===== config.mk =====
export PLATFORM = sky130hd
export DESIGN_NAME = tbdq_divider
export DESIGN_NICKNAME = d
export VERILOG_FILES = /design/src/sv/tbdq_pkg.sv /design/src/sv/tbdq_divider.sv
export SDC_FILE = /design/constraint.sdc
export NUM_CORES = 2
export LEC_CHECK = 0
export BUFFER_PORTS_ARGS = -buffer_cell sky130_fd_sc_hd__buf_2
export CORE_ASPECT_RATIO = 0.75
export CORE_MARGIN = 3
export CORE_UTILIZATION = 60
export CTS_CLUSTER_DIAMETER = 50
export DETAILED_ROUTE_END_ITERATION = 7
export GPL_ROUTABILITY_DRIVEN = 0
export PLACE_DENSITY_LB_ADDON = 0.05
export SLEW_MARGIN = 30
export SYNTH_ARGS = -nofsm -noshare
export SYNTH_HDL_FRONTEND = slang
export SYNTH_SLANG_ARGS = --single-unit

===== constraint.sdc =====
create_clock -name clock -period 21.3 [get_ports clock]
set_input_delay 2.13 -clock clock [delete_from_list [all_inputs] [get_ports clock]]
set_output_delay 2.13 -clock clock [all_outputs]
set_load 0.01 [all_outputs]

===== src/sv/tbdq_pkg.sv =====
// Shared constants, types and tables for the temporal Bayer dither quantiser.
package tbdq_pkg;

   localparam int FRAC_BITS   = 16;
   localparam int VALUE_W     = 18;
   localparam int COORD_W     = 16;
   localparam int FRAME_W     = 32;
   localparam int P_W         = 16;
   localparam int Q_W         = 17;
   localparam int DV_W        = 17;
   localparam int BYTE_W      = 8;
   localparam int CELL_W      = 4;

   localparam int REQ_DATA_W  = 88;
   localparam int RSP_DATA_W  = 32;
   localparam int CSR_INDEX_W = 2;
   localparam int CSR_DATA_W  = 17;

   // remainder divider: restoring, DIV_STEPS quotient bits per stage
   localparam int DIV_W       = 36;
   localparam int DIV_STEPS   = 4;
   localparam int DIV_STAGES  = DIV_W / DIV_STEPS;
   localparam int TAG_W       = 25;

   localparam int RQ_W        = P_W + Q_W;
   localparam int C_W         = 7;
   localparam int S_W         = 25;
   localparam int OFS_W       = S_W - 4;
   localparam int SUM_W       = OFS_W + 1;
   localparam int ROUND_W     = DV_W + BYTE_W + 1;

   localparam logic [SUM_W-1:0]   ONE_Q  = SUM_W'(1) << FRAC_BITS;
   localparam logic [ROUND_W-1:0] HALF_Q = ROUND_W'(1) << (FRAC_BITS - 1);

   localparam logic [CSR_INDEX_W-1:0] CSR_FRAME_PERIOD   = 2'd0;
   localparam logic [CSR_INDEX_W-1:0] CSR_DITHER_QUANTUM = 2'd1;

   localparam logic [P_W-1:0] PERIOD_RESET  = 16'd8;
   localparam logic [Q_W-1:0] QUANTUM_RESET = 17'd257;

   // 4x4 Bayer cell, index is {y[1:0], x[1:0]}
   function automatic logic [CELL_W-1:0] bayer_cell(input logic [3:0] idx);
      logic [CELL_W-1:0] rank;
      case (idx)
         4'd0:  rank = 4'd0;
         4'd1:  rank = 4'd8;
         4'd2:  rank = 4'd2;
         4'd3:  rank = 4'd10;
         4'd4:  rank = 4'd12;
         4'd5:  rank = 4'd4;
         4'd6:  rank = 4'd14;
         4'd7:  rank = 4'd6;
         4'd8:  rank = 4'd3;
         4'd9:  rank = 4'd11;
         4'd10: rank = 4'd1;
         4'd11: rank = 4'd9;
         4'd12: rank = 4'd15;
         4'd13: rank = 4'd7;
         4'd14: rank = 4'd13;
         4'd15: rank = 4'd5;
         default: rank = 4'd0;
      endcase
      return rank;
   endfunction

endpackage


===== src/sv/tbdq_divider.sv =====
// Pipelined restoring divider: quotient and remainder with a tag carried alongside.
module tbdq_divider (
   input  logic                        clock,
   input  logic                        reset,
   input  logic                        en,
   input  logic                        in_valid,
   input  logic [tbdq_pkg::DIV_W-1:0]  in_dividend,
   input  logic [tbdq_pkg::P_W-1:0]    in_divisor,
   input  logic [tbdq_pkg::TAG_W-1:0]  in_tag,
   output logic                        out_valid,
   output logic [tbdq_pkg::DIV_W-1:0]  out_quotient,
   output logic [tbdq_pkg::P_W-1:0]    out_remainder,
   output logic [tbdq_pkg::TAG_W-1:0]  out_tag
);
   import tbdq_pkg::*;

   typedef struct packed {
      logic [P_W-1:0]   rem;
      logic [DIV_W-1:0] dq;
      logic [TAG_W-1:0] tag;
   } div_word_type;

   function automatic div_word_type div_steps(input div_word_type w, input logic [P_W-1:0] d);
      div_word_type r;
      logic [P_W:0] trial;
      r = w;
      for (int k = 0; k < DIV_STEPS; k++) begin
         trial = {r.rem, r.dq[DIV_W-1]};
         r.dq  = {r.dq[DIV_W-2:0], 1'b0};
         if (trial >= {1'b0, d}) begin
            r.rem   = P_W'(trial - {1'b0, d});
            r.dq[0] = 1'b1;
         end else begin
            r.rem = trial[P_W-1:0];
         end
      end
      return r;
   endfunction

   div_word_type              start_word;
   div_word_type              word_ff [DIV_STAGES];
   div_word_type              word_in [DIV_STAGES];
   logic [DIV_STAGES-1:0]     valid_ff;
   logic [DIV_STAGES-1:0]     valid_in;

   always_comb begin
      start_word.rem = '0;
      start_word.dq  = in_dividend;
      start_word.tag = in_tag;
      word_in[0]     = div_steps(start_word, in_divisor);
      valid_in[0]    = in_valid;
      for (int i = 1; i < DIV_STAGES; i++) begin
         word_in[i]  = div_steps(word_ff[i-1], in_divisor);
         valid_in[i] = valid_ff[i-1];
      end
   end

   always_ff @(posedge clock) begin
      if (reset) begin
         valid_ff <= '0;
      end else if (en) begin
         valid_ff <= valid_in;
      end
   end

   always_ff @(posedge clock) begin
      if (en) begin
         word_ff <= word_in;
      end
   end

   assign out_valid     = valid_ff[DIV_STAGES-1];
   assign out_quotient  = word_ff[DIV_STAGES-1].dq;
   assign out_remainder = word_ff[DIV_STAGES-1].rem;
   assign out_tag       = word_ff[DIV_STAGES-1].tag;

endmodule


==> reports/summary.txt <==
Seq/Total Area, Yosys -> 39.7%
critical path arrival -> 15.35 ns
row count -> 93
post-synthesis xor/xnor area fraction -> 6.46%
#FFs+latches synth -> 702
compound-gate portion of the synthesized area -> 16.6%
initial antenna violation count -> 1
flop-to-flop setup slack -> 9.02 ns
Worst setup EP type -> flip-flop
pre-CTS WS -> 5.91 ns
synthesized cell area -> 0.0529 mm^2
fraction of registers with async set or reset after synthesis -> 0%
H-tree levels -> 3
Final setup viols -> 0
post-CTS setup repair buffer count -> 0
Clock Skew -> 0.0430 ns
FF-to-FF path depth -> 44
top cells by count, synth -> 693 x edfxtp_1, 562 x ha_1, 363 x a21oi_1
cells after synthesis -> 4,999
hpwl dp -> 89.7 mm
Routed Antenna Nets -> 0
simple-gate area share of the yosys netlist -> 11.2%
fin crit share -> 70.2%
# placed instances -> 6,199
reg2reg start -> word_ff[215]
number of global-route vias before repair -> 36,200
synth warn -> 0
count of cell types in the netlist -> 103
Adder-Cell Fraction of Synth Area -> 14.6%
Hold Path Origin -> word_ff[653]
FF-to-FF End -> word_ff[152]
die area -> 0.0918 mm^2
P&R area growth vs syn -> 8.60%
Synthesized Nets -> 5,677
max_cap viols -> 0
Root Buffer -> clkbuf_16
Worst Path Max Fanout -> 31
Hold EP -> word_ff[580]
Core Area -> 0.0866 mm^2
n_diodes -> 0
WHS Path Cells -> 0
CTS clk-pin slew, worst paths -> 0.06 ns
CTS tree -> yes
Startpoint Class -> input pin
first-pass GRT wire length -> 197 mm
GRT overflow -> 0
vias post-DR -> 39,000
CP peak stage delay -> 0.82 ns
Yosys top cell by area -> edfxtp_1
Worst Hold Class -> reg2reg
Skew-Pair Late Insertion Delay -> 0.65 ns
Fmax -> 0.0668 GHz
relative slew slack -> 35.2%
Die H -> 263 um
Post-Route Utilization -> 66.4%
Sink Count -> 702
Num CTS Buffers -> 81
Critical Path RT -> 21.69 ns
io pins -> 159
status -> finished clean
Synth area leaders -> edfxtp_1 39%, ha_1 13%, mux2_2 6.5%
cts-stage hold buffer count -> 0
Crit Path Category -> in2reg
initial core utilization -> 61.1%
main combinational cell family by area after synthesis -> compound AO/OA/AOI/OAI gates
vias per inst -> 6.14
initial DRC count -> 3,198
RSZ-0062 raised after global routing -> no
slew at the pin closest to its max-slew limit -> 0.972 ns
Synth Area per Inst -> 10.6 um^2
Residual DRC -> 0
die width -> 349 um
Routed WL -> 123 mm
ys flop type -> edfxtp_1
setup TNS -> 0 ns
fraction of layout cells with a size suffix above 1 -> 14.6%
post-CTS sizing -> 0
GRT Overall Usage -> 26.3%
fin cells -> 6,350
PortBufs -> 158
Pre-Repair DR Iteration Count -> 5
fin. max-slew vios -> 0
crit path time final -> 14.96 ns
Most common cell on crit path -> buf_4
final hold vios -> 0
number of nets in the layout -> 5,820
slowest CP cell -> a211oi_4
count leader, synth -> edfxtp_1
final worst slack -> 6.34 ns
routed len/inst -> 19.4 um
largest net degree at the start of global routing -> 124
clock buffer depth -> 3
Yosys top cell area share -> 39.3%
mux cell area share after synthesis -> 8.00%
EDFF count, synth -> 693
==> per-stage QoR <==
| step | area [um^2] | hold slack, ns |
|---|---|---|
| final | 57500 | 0.392 |
| after global routing | 57500 | 0.396 |
| after CTS | 57400 | 0.387 |
| after detailed placement | 54600 | 0.405 |
| after global placement | 54600 | 0.400 |
| after floorplan | 52900 | 0.400 |
==> logic make-up (layout without fill, tap and decap cells) <==
family / after synthesis / in the layout
AO/OA/AOI/OAI: 1334 / 1334
AND/OR/NAND/NOR: 1211 / 1211
flip-flops: 702 / 702
adder cells (fa/ha/maj): 597 / 597
XOR/XNOR: 390 / 390
buffers and inverters: 386 / 597
multiplexers: 379 / 379
==> critical path: cells and delay by family <==
family	cells	cell delay (ns)
AOI/OAI and AO/OA	25	7.18
adders and majority gates	4	1.30
buffers and inverters	10	2.48
muxes	2	1.01
and+or+nand+nor	8	1.11
==> metal layers <==
layer,GRT usage [%],vias up,wire length [um]
li1,-,19200,-
met1,41.3,18400,61200
met2,38.3,1218,51000
met3,3.78,187,8220
met4,6.32,0,2830
met5,0,-,0
==> worst max-delay path by stage <==
stage	start	cells after the start	end
floorplan	in_divisor[1]	50	word_ff[530]
global placement	in_divisor[1]	49	word_ff[153]
detailed placement	in_divisor[1]	49	word_ff[152]
CTS	in_divisor[1]	49	word_ff[153]
global route	in_divisor[1]	49	word_ff[152]
finish	in_divisor[1]	49	word_ff[152]
==> layout by cell type (no fill, tap or decap), drive strengths merged, types with 24 or more instances in the layout <==
cell,count
a21oi,363
buf,205
o21ai,290
a21boi,32
clkinv,26
edfxtp,693
o21a,91
mux2,319
nand2,303
or3,39
nor2b,92
a21o,157
xnor2,266
a31oi,29
mux2i,60
o31ai,47
o21bai,54
o211ai,29
xor2,124
and2,24
nand2b,49
nor3,109
nand3,77
nor2,310
a211oi,43
nand4,87
ha,562
clkbuf,95
fa,35
and3,26
inv,254
or2,27
==> layout make-up <==
class / count / area [um^2]
inverters: 241 / 906
clock inverters: 56 / 697
well taps: 1140 / 1430
repair buffers: 205 / 1170
clock buffers: 95 / 2100
fillers: 6860 / 29100
flip-flops and latches: 702 / 21000
multi-input cells: 3911 / 30200
==> sequential cells by signal, summed over array words and instances, names as in the netlist <==
name,cells
out_quotient,36
out_remainder,16
out_tag,25
valid_ff,9
word_ff,616
Power is left out: the tool's default activity adds up to more than one toggle a clock period on the data nets, which glitch-free logic cannot reach.
